--- src/infix_to_postfix_converter_defines.svh ---
// Assertion helpers shared by the converter RTL.
`ifndef INFIX_TO_POSTFIX_CONVERTER_DEFINES_SVH
`define INFIX_TO_POSTFIX_CONVERTER_DEFINES_SVH

// Same-cycle implication, disabled while reset is asserted.
`define ITP_ASSERT_NOW(lbl, clk, rst_n, ante, cons, msg) \
    lbl: assert property (@(posedge clk) disable iff (!rst_n) (ante) |-> (cons)) \
        else $error(msg);

// Next-cycle implication, disabled while reset is asserted.
`define ITP_ASSERT_NEXT(lbl, clk, rst_n, ante, cons, msg) \
    lbl: assert property (@(posedge clk) disable iff (!rst_n) (ante) |=> (cons)) \
        else $error(msg);

`endif

--- src/itp_pkg.sv ---
package itp_pkg;

    localparam logic [7:0] C_PLUS   = 8'h2B;
    localparam logic [7:0] C_MINUS  = 8'h2D;
    localparam logic [7:0] C_STAR   = 8'h2A;
    localparam logic [7:0] C_SLASH  = 8'h2F;
    localparam logic [7:0] C_CARET  = 8'h5E;
    localparam logic [7:0] C_LPAREN = 8'h28;
    localparam logic [7:0] C_RPAREN = 8'h29;
    localparam logic [7:0] C_NUL    = 8'h00;

    typedef enum logic {
        S_IDLE,
        S_RUN
    } t_state;

    typedef enum logic [2:0] {
        K_ALNUM,
        K_LPAREN,
        K_RPAREN,
        K_OP,
        K_END
    } t_kind;

    function automatic logic [1:0] prec_of(input logic [7:0] c);
        logic [1:0] p;
        case (c)
            C_PLUS, C_MINUS: p = 2'd1;
            C_STAR, C_SLASH: p = 2'd2;
            C_CARET:         p = 2'd3;
            default:         p = 2'd0;
        endcase
        return p;
    endfunction

    function automatic t_kind classify(input logic [7:0] c, input logic is_end);
        t_kind k;
        if (is_end) begin
            k = K_END;
        end else if (c inside {[8'h30:8'h39], [8'h41:8'h5A], [8'h61:8'h7A]}) begin
            k = K_ALNUM;
        end else if (c == C_LPAREN) begin
            k = K_LPAREN;
        end else if (c == C_RPAREN) begin
            k = K_RPAREN;
        end else begin
            k = K_OP;
        end
        return k;
    endfunction

endpackage

--- src/itp_ram.sv ---
module itp_ram #(
    parameter int WIDTH = 8,
    parameter int DEPTH = 32
) (
    input  logic                     i_clk,
    input  logic                     i_wr_en,
    input  logic [$clog2(DEPTH)-1:0] i_wr_addr,
    input  logic [WIDTH-1:0]         i_wr_data,
    input  logic                     i_rd_en,
    input  logic [$clog2(DEPTH)-1:0] i_rd_addr,
    output logic [WIDTH-1:0]         o_rd_data
);

    logic [WIDTH-1:0] r_mem [DEPTH];
    logic [WIDTH-1:0] r_rd_data;

    always_ff @(posedge i_clk) begin
        if (i_wr_en) begin
            r_mem[i_wr_addr] <= i_wr_data;
        end
        if (i_rd_en) begin
            r_rd_data <= r_mem[i_rd_addr];
        end
    end

    assign o_rd_data = r_rd_data;

endmodule

--- src/infix_to_postfix_converter.sv ---
// Channel | Direction | Handshake          | Payload
// --------+-----------+--------------------+------------------------------------------
// input   | in        | i_valid / o_stall  | i_in_char, i_is_end
// output  | out       | o_valid / i_stall  | o_out_char, o_run_last, o_expr_done,
//         |           |                    | o_overflowed
//
// One item at a time: the item is accepted, each stacked operator is popped in turn,
// and a closing step pushes, discards or emits. An end item pops every entry; the last
// pop and the end marker leave in steps of their own.
// The pop rate is set by the single read port of the stack RAM and its registered read.
// Reset is synchronous, active low, and clears the stack count and overflow flag.
// A stall on the output side only delays the next emit; the held result is never lost.
`include "infix_to_postfix_converter_defines.svh"

module infix_to_postfix_converter #(
    parameter int STACK_DEPTH = 32
) (
    input  logic       i_clk,
    input  logic       i_rst_n,
    input  logic       i_valid,
    output logic       o_stall,
    input  logic [7:0] i_in_char,
    input  logic       i_is_end,
    output logic       o_valid,
    input  logic       i_stall,
    output logic [7:0] o_out_char,
    output logic       o_run_last,
    output logic       o_expr_done,
    output logic       o_overflowed
);

    import itp_pkg::*;

    localparam int AW = $clog2(STACK_DEPTH);
    localparam int CW = $clog2(STACK_DEPTH + 1);

    // Control state
    t_state        r_state, n_state;
    logic [CW-1:0] r_cnt, n_cnt;
    logic          r_ovf, n_ovf;
    logic          r_pend, n_pend;
    logic          r_hold_v, n_hold_v;
    logic          r_ovalid, n_ovalid;

    // Payload
    t_kind         r_kind, n_kind;
    logic [7:0]    r_char, n_char;
    logic [7:0]    r_top, n_top;
    logic [7:0]    r_hold, n_hold;
    logic [7:0]    r_ochar, n_ochar;
    logic          r_olast, n_olast;
    logic          r_odone, n_odone;
    logic          r_oovf, n_oovf;

    // Stack RAM port signals
    logic          rd_en;
    logic [AW-1:0] rd_addr;
    logic [7:0]    rd_data;
    logic          wr_en;
    logic [AW-1:0] wr_addr;

    logic [7:0]    top_cur;
    logic [CW-1:0] cnt_m2;
    logic          cnt_nz;
    logic          out_free;
    logic          pop_cond;
    logic          fin;

    itp_ram #(
        .WIDTH (8),
        .DEPTH (STACK_DEPTH)
    ) u_stack (
        .i_clk     (i_clk),
        .i_wr_en   (wr_en),
        .i_wr_addr (wr_addr),
        .i_wr_data (r_char),
        .i_rd_en   (rd_en),
        .i_rd_addr (rd_addr),
        .o_rd_data (rd_data)
    );

    // The top of stack lives in r_top; after a pop the new top arrives from the RAM
    // in the next cycle and is forwarded from the read port until it is captured.
    // Reads happen only on pops and writes only on pushes, so they never overlap.
    assign top_cur  = r_pend ? rd_data : r_top;
    assign cnt_m2   = r_cnt - CW'(2);
    assign cnt_nz   = (r_cnt != '0);
    assign out_free = !r_ovalid || !i_stall;

    // Pop while the top binds at least as tight as the item; ')' stops at '('.
    always_comb begin
        case (r_kind)
            K_END:    pop_cond = cnt_nz;
            K_RPAREN: pop_cond = cnt_nz && (top_cur != C_LPAREN);
            K_OP:     pop_cond = cnt_nz && (prec_of(top_cur) >= prec_of(r_char));
            default:  pop_cond = 1'b0;
        endcase
    end

    // The closing step of an item: the held pop leaves with run_last set, unless an
    // end marker still follows it.
    always_comb begin
        if (pop_cond) begin
            fin = 1'b0;
        end else begin
            case (r_kind)
                K_END:   fin = !r_hold_v && out_free;
                K_ALNUM: fin = out_free;
                default: fin = !r_hold_v || out_free;
            endcase
        end
    end

    // Next state
    always_comb begin
        n_state = r_state;
        case (r_state)
            S_IDLE: begin
                if (i_valid) begin
                    n_state = S_RUN;
                end
            end
            S_RUN: begin
                if (fin) begin
                    n_state = S_IDLE;
                end
            end
            default: n_state = S_IDLE;
        endcase
    end

    // Datapath and output controls
    always_comb begin
        n_cnt    = r_cnt;
        n_ovf    = r_ovf;
        n_pend   = 1'b0;
        n_hold_v = r_hold_v;
        n_ovalid = r_ovalid && i_stall;
        n_kind   = r_kind;
        n_char   = r_char;
        n_top    = r_pend ? rd_data : r_top;
        n_hold   = r_hold;
        n_ochar  = r_ochar;
        n_olast  = r_olast;
        n_odone  = r_odone;
        n_oovf   = r_oovf;
        rd_en    = 1'b0;
        rd_addr  = cnt_m2[AW-1:0];
        wr_en    = 1'b0;
        wr_addr  = r_cnt[AW-1:0];

        case (r_state)
            S_IDLE: begin
                if (i_valid) begin
                    n_char   = i_in_char;
                    n_kind   = classify(i_in_char, i_is_end);
                    n_hold_v = 1'b0;
                end
            end
            S_RUN: begin
                if (pop_cond) begin
                    // Pop into the hold stage; release the previous pop downstream.
                    if (!r_hold_v || out_free) begin
                        if (r_hold_v) begin
                            n_ovalid = 1'b1;
                            n_ochar  = r_hold;
                            n_olast  = 1'b0;
                            n_odone  = 1'b0;
                            n_oovf   = r_ovf;
                        end
                        n_hold   = top_cur;
                        n_hold_v = 1'b1;
                        n_cnt    = r_cnt - CW'(1);
                        if (r_cnt > CW'(1)) begin
                            rd_en  = 1'b1;
                            n_pend = 1'b1;
                        end
                    end
                end else if (r_kind == K_END) begin
                    if (r_hold_v) begin
                        if (out_free) begin
                            n_ovalid = 1'b1;
                            n_ochar  = r_hold;
                            n_olast  = 1'b0;
                            n_odone  = 1'b0;
                            n_oovf   = r_ovf;
                            n_hold_v = 1'b0;
                        end
                    end else if (out_free) begin
                        // Close the expression and start the next one clean.
                        n_ovalid = 1'b1;
                        n_ochar  = C_NUL;
                        n_olast  = 1'b1;
                        n_odone  = 1'b1;
                        n_oovf   = r_ovf;
                        n_cnt    = '0;
                        n_ovf    = 1'b0;
                    end
                end else if (r_kind == K_ALNUM) begin
                    if (out_free) begin
                        n_ovalid = 1'b1;
                        n_ochar  = r_char;
                        n_olast  = 1'b1;
                        n_odone  = 1'b0;
                        n_oovf   = r_ovf;
                    end
                end else if (fin) begin
                    if (r_hold_v) begin
                        n_ovalid = 1'b1;
                        n_ochar  = r_hold;
                        n_olast  = 1'b1;
                        n_odone  = 1'b0;
                        n_oovf   = r_ovf;
                        n_hold_v = 1'b0;
                    end
                    if (r_kind == K_RPAREN) begin
                        // Drop the matching '(' if one is on top.
                        if (cnt_nz) begin
                            n_cnt = r_cnt - CW'(1);
                            if (r_cnt > CW'(1)) begin
                                rd_en  = 1'b1;
                                n_pend = 1'b1;
                            end
                        end
                    end else if (r_cnt == CW'(STACK_DEPTH)) begin
                        n_ovf = 1'b1;
                    end else begin
                        wr_en = 1'b1;
                        n_top = r_char;
                        n_cnt = r_cnt + CW'(1);
                    end
                end
            end
            default: ;
        endcase
    end

    always_ff @(posedge i_clk) begin
        if (!i_rst_n) begin
            r_state  <= S_IDLE;
            r_cnt    <= '0;
            r_ovf    <= 1'b0;
            r_pend   <= 1'b0;
            r_hold_v <= 1'b0;
            r_ovalid <= 1'b0;
        end else begin
            r_state  <= n_state;
            r_cnt    <= n_cnt;
            r_ovf    <= n_ovf;
            r_pend   <= n_pend;
            r_hold_v <= n_hold_v;
            r_ovalid <= n_ovalid;
        end
    end

    always_ff @(posedge i_clk) begin
        r_kind  <= n_kind;
        r_char  <= n_char;
        r_top   <= n_top;
        r_hold  <= n_hold;
        r_ochar <= n_ochar;
        r_olast <= n_olast;
        r_odone <= n_odone;
        r_oovf  <= n_oovf;
    end

    assign o_stall      = (r_state != S_IDLE);
    assign o_valid      = r_ovalid;
    assign o_out_char   = r_ochar;
    assign o_run_last   = r_olast;
    assign o_expr_done  = r_odone;
    assign o_overflowed = r_oovf;

    `ITP_ASSERT_NOW(a_cnt_bound, i_clk, i_rst_n, 1'b1, r_cnt <= CW'(STACK_DEPTH),
        "stack count beyond depth")
    `ITP_ASSERT_NOW(a_hold_in_run, i_clk, i_rst_n, r_hold_v, r_state == S_RUN,
        "held pop outside an item")
    `ITP_ASSERT_NEXT(a_end_clears, i_clk, i_rst_n,
        (r_state == S_RUN) && fin && (r_kind == K_END),
        (r_cnt == '0) && !r_ovf && o_valid && o_expr_done,
        "end item did not close the expression")

endmodule

--- config.mk ---
export PLATFORM = sky130hd
export DESIGN_NAME = infix_to_postfix_converter
export DESIGN_NICKNAME = d
export VERILOG_FILES = /design/src/itp_pkg.sv /design/src/itp_ram.sv /design/src/infix_to_postfix_converter.sv
export VERILOG_INCLUDE_DIRS = /design/src /design/src/src
export SDC_FILE = /design/constraint.sdc
export NUM_CORES = 1
export LEC_CHECK = 0
export BUFFER_PORTS_ARGS = -buffer_cell sky130_fd_sc_hd__buf_4
export CAP_MARGIN = 10
export CORE_MARGIN = 1.5
export CORE_UTILIZATION = 55
export CTS_CLUSTER_DIAMETER = 60
export DETAILED_ROUTE_END_ITERATION = 8
export PLACE_DENSITY = 0.73
export SETUP_SLACK_MARGIN = 0.2
export SYNTH_ARGS = -nofsm -noshare
export SYNTH_HDL_FRONTEND = slang
export SYNTH_HIERARCHICAL = 1
export SYNTH_SLANG_ARGS = --single-unit
--- constraint.sdc ---
create_clock -name i_clk -period 5 [get_ports i_clk]
set_input_delay 1 -clock i_clk [delete_from_list [all_inputs] [get_ports i_clk]]
set_output_delay 1 -clock i_clk [all_outputs]
set_load 0.01 [all_outputs]
==> metrics.txt, run 1 <==
Ant. Diodes=0; final worst path period share=0.893; # fillers=1496; Avg Cell Area, Syn=roughly 19 µm²; Slew Viols, Final=0; Gate Count Post-Synth=slightly below 700; H-tree levels=1; final worst path period need=4470 ps; top_reg_cell synth=edfxtp_1; PD cells=a little over 400 nW/µm²; vias in the first global route=6720; DRC=0; final wirelength=26.9 mm; mean routed wirelength per cell=roughly 25 µm; via count=6687; first-pass GRT wire length=about 41 mm; critical path capture point type=register; Hold Path Cell Cnt=2; row count=55; Detailed Routing Iterations Pass 1=5; Slew @ Worst Pin=1020 ps; routed wl met3=about 1.7 mm; HP Class=register to register; FF-to-FF Start=r_pend$_SDFF_PN0_; Slew headroom=0.316; area of the multi-input gates=3460 µm²; final hold viol count=0; f_max=224 MHz; Buffers on Ports=25; wire length on met1=11.1 mm; clk slew on worst S/H paths=70 ps; yosys warns=6; Die X-Extent=156 µm; post-synth cell types=63; Reg2Reg Depth=12; Syn Nets=approximately 710; CTS tree=done; CP Class=register to register; Leak Pwr=4.77 nW; Synth Register Bits=313; Layout Skew=roughly 14 ps; Post-Synthesis Cell Area=~13000 µm²; peak supply drop=0.298 mV; DR vias/cell=between 6 and 7; hold wc startpoint=r_ovf$_SDFFE_PN0P_; initial antenna violation count=0; total grt overflow=0; io pins=26; # Max-Cap Violations=0; Post-synth ARST share=0; sequential share of the synthesized area=0.715; Hold EP=r_ovf$_SDFFE_PN0P_; clock root buffer=clkbuf_16; dpl hpwl=17.4 mm; number of CTS-inserted buffers=30; final setup fails=0; final worst slack=533 ps; CP max FO=12; gpl congestion=between 0.9 and 1; effective utilization at floorplan=0.565; Starting DRT DRC Count=768; antenna-violating nets left=0; R2R Setup Slk=530 ps; Post-synth EDFFs=294; Syn-to-layout area delta=13.5%; Critical Path Source Type=register; met2 WL=13.5 mm; required time worst endpoint=about 5200 ps; total clock sinks=313; status=completed; Core Region=22800 µm²; TNS Setup=0 ps; pre-CTS setup slack=449 ps; gr usage total=0.231; FF+latch area=9210 µm²; die height=156 µm; critical path arrival=4670 ps; r2r endpoint=u_stack/r_mem[8][6]$_DFFE_PP_; layout cells sized above 1=0.303; uppermost routed layer=met4; largest net degree at the start of global routing=42; RSZ-0062 raised after global routing=true; clock latency on the worst-skew pair=550 ps; Max Buffers Root-to-Sink=3; final net count=773; full die area=24300 µm²
==> cells in the mapped netlist (4+ instances only) <==
master | instances | area [µm²]
nor2b_1 | 5 | 31.3
buf_1 | 5 | 18.8
nand3b_1 | 5 | 37.5
nand3_1 | 6 | 30.0
a21oi_1 | 18 | 90.1
inv_1 | 20 | 75.1
buf_4 | 6 | 45.0
and2_1 | 4 | 25.0
ha_1 | 8 | 100
o21ai_0 | 10 | 50.1
dfxtp_1 | 19 | 380
nor2_1 | 50 | 188
mux2_2 | 25 | 282
mux4_2 | 80 | 1800
edfxtp_1 | 294 | 8830
a222oi_1 | 7 | 70.1
or3_1 | 5 | 31.3
nand2_1 | 23 | 86.3
a221oi_1 | 4 | 35.0
or3b_2 | 4 | 35.0
clkbuf_1 | 17 | 63.8
==> cell families (layout without fill, tap and decap cells) <==
kind of cell,count (synthesis),in the layout,share of synthesized area
flops,313,313,0.715
compound gates,71,71,0.0390
xor+xnor,4,4,0.00272
simple gates,130,130,0.0536
buf+inv,51,142,0.0179
mux,108,108,0.164
fa+ha+maj,8,8,0.00777
==> routing by layer <==
layer  GRT usage  up-vias
met5           0        -
met3      0.0381       42
met2       0.383      245
met4      0.0662        0
li1            -     2947
met1       0.319     3453
==> registers in the layout, summed over array words and instances (netlist names) <==
name / count
r_hold_v: 1
o_overflowed: 1
o_run_last: 1
r_hold: 8
r_cnt: 6
u_stack/o_rd_data: 8
o_out_char: 8
o_expr_done: 1
r_pend: 1
r_top: 8
r_char: 8
o_stall: 1
r_ovf: 1
o_valid: 1
r_kind: 3
u_stack/r_mem: 256
==> layout by cell type (no fill, tap or decap), types with 7 or more instances in the layout <==
master | netlist | layout
nor2_1 | 50 | 44
mux2_2 | 25 | 25
clkinv_2 | 0 | 8
ha_1 | 8 | 8
edfxtp_1 | 294 | 294
a21oi_1 | 18 | 18
dfxtp_1 | 19 | 18
a222oi_1 | 7 | 7
mux4_2 | 80 | 80
nand2_1 | 23 | 23
o21ai_0 | 10 | 10
clkbuf_16 | 0 | 31
buf_4 | 6 | 65
inv_1 | 20 | 19
==> power by group <==
part	switching [W]	internal, W
Clock	0.000937	0.00128
Sequential	0.0000608	0.00297
Combinational	0.000414	0.000373
==> worst max-delay path by stage <==
stage          slack, ps                            end                 from  cells past startpoint
5_1_grt              180  u_stack/r_mem[8][7]$_DFFE_PP_    r_pend$_SDFF_PN0_                     12
3_3_place_gp         650  u_stack/r_mem[8][3]$_DFFE_PP_    r_pend$_SDFF_PN0_                     12
2_1_floorplan        590  u_stack/r_mem[0][0]$_DFFE_PP_  r_char[5]$_DFFE_PP_                     14
3_5_place_dp         450  u_stack/r_mem[8][7]$_DFFE_PP_    r_pend$_SDFF_PN0_                     12
6_report             530  u_stack/r_mem[8][6]$_DFFE_PP_    r_pend$_SDFF_PN0_                     12
4_1_cts              430  u_stack/r_mem[8][6]$_DFFE_PP_    r_pend$_SDFF_PN0_                     12
==> what timing repair did <==
action,4_1_cts,5_1_grt
resized for setup,0,6
hold buffers,0,0
setup endpoints to repair,0,70
buffers inserted,0,1
==> layout make-up <==
cell class,count,area share
tap,313,0.0268
clock buffer,34,0.0538
inverter,20,0.00513
timing repair buffer,66,0.0347
multi-input combinational,321,0.236
clock inverter,22,0.0131
sequential,313,0.630
==> worst max-delay path, cell delays in order, from the launching register on <==
cell and delay [ps]:
dfxtp_1 610, mux2_2 450, o211a_1 140, nand4bb_1 110
a21boi_0 210, ha_1 250, o21ai_0 150, a221oi_1 170
o21ai_2 250, and3_1 250, nor4b_4 390, or3b_2 680
nor2_2 440
==> metrics by stage <==
step	hold slack, ps	power [W]	cell area [µm²]	cells	util
3_5_place_dp	519	0.00386	13600	1032	0.598
3_3_place_gp	532	0.00384	13600	1032	0.598
4_1_cts	534	0.00606	14600	1088	0.641
2_1_floorplan	489	0.00362	12900	685	-
6_report	540	0.00603	14600	1089	0.642
5_1_grt	568	0.00623	14600	1089	0.642
Note: power is estimated with default switching activity, not from simulation.
==> inputs of run 2 (changes only) <==
clock period = 4.53 ns   (was 5 ns; I/O delays follow)
==> run 2 against run 1 <==
Critical path depth grew 2. Final cell count grew 0.83%. Largest cell class unchanged. Total power is 11% higher. Die area unchanged. Register-to-register slack is essentially flat. Largest power group unchanged. Clock skew is 3.6 ps higher. Critical path type unchanged. Count of clock-buffer cells in the layout is 2 higher. First-iteration DRC count grew 5.1%. Routed wire length rose by 1.4%. Design area rose by 0.68%.
==> metrics.txt, run 2 (synthesis results as in run 1) <==
TNS Setup=0 ps (unchanged); clk slew on worst S/H paths=60 ps (about the same); clock root buffer=clkbuf_16; CTS tree=done; PD cells=454 nW/µm² (+10%); DRC=0 (unchanged); final worst path period share=0.883 (-0.0102); internal power=0.00515 W (+11%); Layout Skew=17.3 ps (+3.60 ps); DP Area=13700 µm² (+0.66%); final worst path period need=4000 ps (-466 ps); Detailed Routing Iterations Pass 1=6 (+1); Slew headroom=0.301 (-0.0152); clock latency on the worst-skew pair=550 ps (about the same); Reg power frac=0.499 (-0.002); critical path's largest stage delay=650 ps (-30 ps); Slew Viols, Final=0 (unchanged); Finished Cell Area=14700 µm² (+0.68%); Slew @ Worst Pin=1050 ps (+22.7 ps); Die X-Extent=156 µm (unchanged); final hold viol count=0 (unchanged); antenna-violating nets left=0 (unchanged); Buffers on Ports=25 (unchanged); final net count=787 (+1.8%); Core Region=22800 µm² (unchanged); # Max-Cap Violations=0 (unchanged); effective utilization at floorplan=0.565 (unchanged); Clk pwr share=0.368 (about the same); hold buffers post-CTS=0 (unchanged); H-tree levels=1 (unchanged); layout cells sized above 1=0.304 (+0.000736); critical path capture point type=register; row count=55 (unchanged); Slowest cell on crit path=or3b_2; Comb power frac=0.134 (+0.004); vias in the first global route=6780 (+0.89%); full die area=24300 µm² (unchanged); mean routed wirelength per cell=24.9 µm (+0.56%); Leak Pwr=4.84 nW (+1.5%); via count=6816 (+1.9%); Switching Fraction=0.229 (-0.00458); total grt overflow=0 (unchanged); Starting DRT DRC Count=807 (+5.1%); max reg flops=256 (unchanged); DR vias/cell=6.21 (+1.1%); peak supply drop=0.345 mV (+16%); Biggest register=u_stack/r_mem; first-pass GRT wire length=41.7 mm (+1.4%); total net switching power=0.00153 W (+8.6%); status=completed; # fillers=1527 (+2.1%); Syn-to-layout area delta=14.3%; gr usage total=0.233 (+0.00242); HP Class=register to register; total clock sinks=313 (unchanged); commonest non-fill, non-tap cell in the layout=edfxtp_1; cell-by-cell trace of the critical path=buf_4 -> nand4b_1 -> a21boi_0 -> o21ai_0 -> nand4b_1 -> ha_1 -> o21ai_0 -> a221oi_1 -> o21ai_2 -> and3_1 -> nor4b_4 -> or3b_2 -> nor2_1 -> buf_4; Critical Path Source Type=register; initial antenna violation count=1 (+1); number of CTS-inserted buffers=31 (+3.3%); f_max=250 MHz (+12%); CP Class=register to register; io pins=26 (unchanged); most frequent cells in the layout=edfxtp_1, mux4_2, buf_4; Max Buffers Root-to-Sink=3 (unchanged); RSZ-0062 raised after global routing=false; gpl congestion=0.911 (-2.5%); largest net degree at the start of global routing=41 (-2.4%); dpl hpwl=17.2 mm (-0.93%); CP max FO=25 (+13); final wirelength=27.3 mm (+1.4%); die height=156 µm (unchanged); critical path arrival=4250 ps (-420 ps); final setup fails=0 (unchanged); required time worst endpoint=4780 ps (-420 ps)
## run 2: cell types whose count changed in the layout (fill, tap and decap cells not counted), moves of 4 or more
cell	before	now
buf_4	65	76
clkinv_2	8	3
clkinvlp_4	4	0
nor2_1	44	48
nor2_2	6	0
## run 2: final timing paths
check / from / endpoint / slack [ps] / depth (start not counted)
min: r_hold[2]$_DFFE_PP_ / o_out_char[2]$_DFFE_PP_ / 560 / 2
min reg2reg: r_hold[2]$_DFFE_PP_ / o_out_char[2]$_DFFE_PP_ / 560 / 2
max reg2reg: r_char[5]$_DFFE_PP_ / u_stack/r_mem[8][2]$_DFFE_PP_ / 530 / 14
max: r_char[5]$_DFFE_PP_ / u_stack/r_mem[8][2]$_DFFE_PP_ / 530 / 14
## run 2: final cells by class
type,count,area [µm²],share of cell area
Timing Repair Buffer,79,613,0.0416
Sequential cell,313,9210,0.626
Clock buffer,36,795,0.0540
Antenna cell,1,2.50,0.000170
Multi-Input combinational cell,321,3460,0.235
Clock inverter,15,170,0.0116
Inverter,20,75.1,0.00510
Tap cell,313,392,0.0266
## run 2: worst max-delay path: cells and delay by family, from the launching register on
kind,cells,cell delay (ps)
DFF,1,430
and+or+nand+nor,6,1680
AOI/OAI and AO/OA,5,840
adders and majority gates,1,310
buffers and inverters,2,440
## run 2: what timing repair did
item,CTS,global route
gates cloned,0,0
endpoints found under the setup margin,8,208
buffers inserted,0,2
resized for setup,1,7
## run 2: power by group through the flow
| stage | combinational, W | clock [W] | sequential [W] |
|---|---|---|---|
| after global routing | 0.000958 | 0.00261 | 0.00334 |
| after global placement | 0.000855 | 0 | 0.00339 |
| after detailed placement | 0.000881 | 0 | 0.00339 |
| final | 0.000894 | 0.00246 | 0.00333 |
| after CTS | 0.000892 | 0.00250 | 0.00333 |
| after floorplan | 0.000610 | 0 | 0.00339 |
## run 2: layer usage
layer	up-vias	track usage	share of wire
met5	-	0	0
met3	43	0.0361	0.065
met1	3532	0.331	0.40
met2	267	0.381	0.51
li1	2974	-	-
met4	0	0.0630	0.020
## run 2: per-stage QoR
stage / std cells / power (W) / hold slack (ps) / setup WS, ps / util
CTS: 1095 / 0.00672 / 533 / 215 / 0.644
floorplan: 685 / 0.00400 / 489 / 124 / -
detailed placement: 1044 / 0.00427 / 535 / 190 / 0.602
finish: 1098 / 0.00669 / 556 / 529 / 0.646
global placement: 1044 / 0.00424 / 535 / 380 / 0.602
global route: 1097 / 0.00691 / 535 / 217 / 0.646
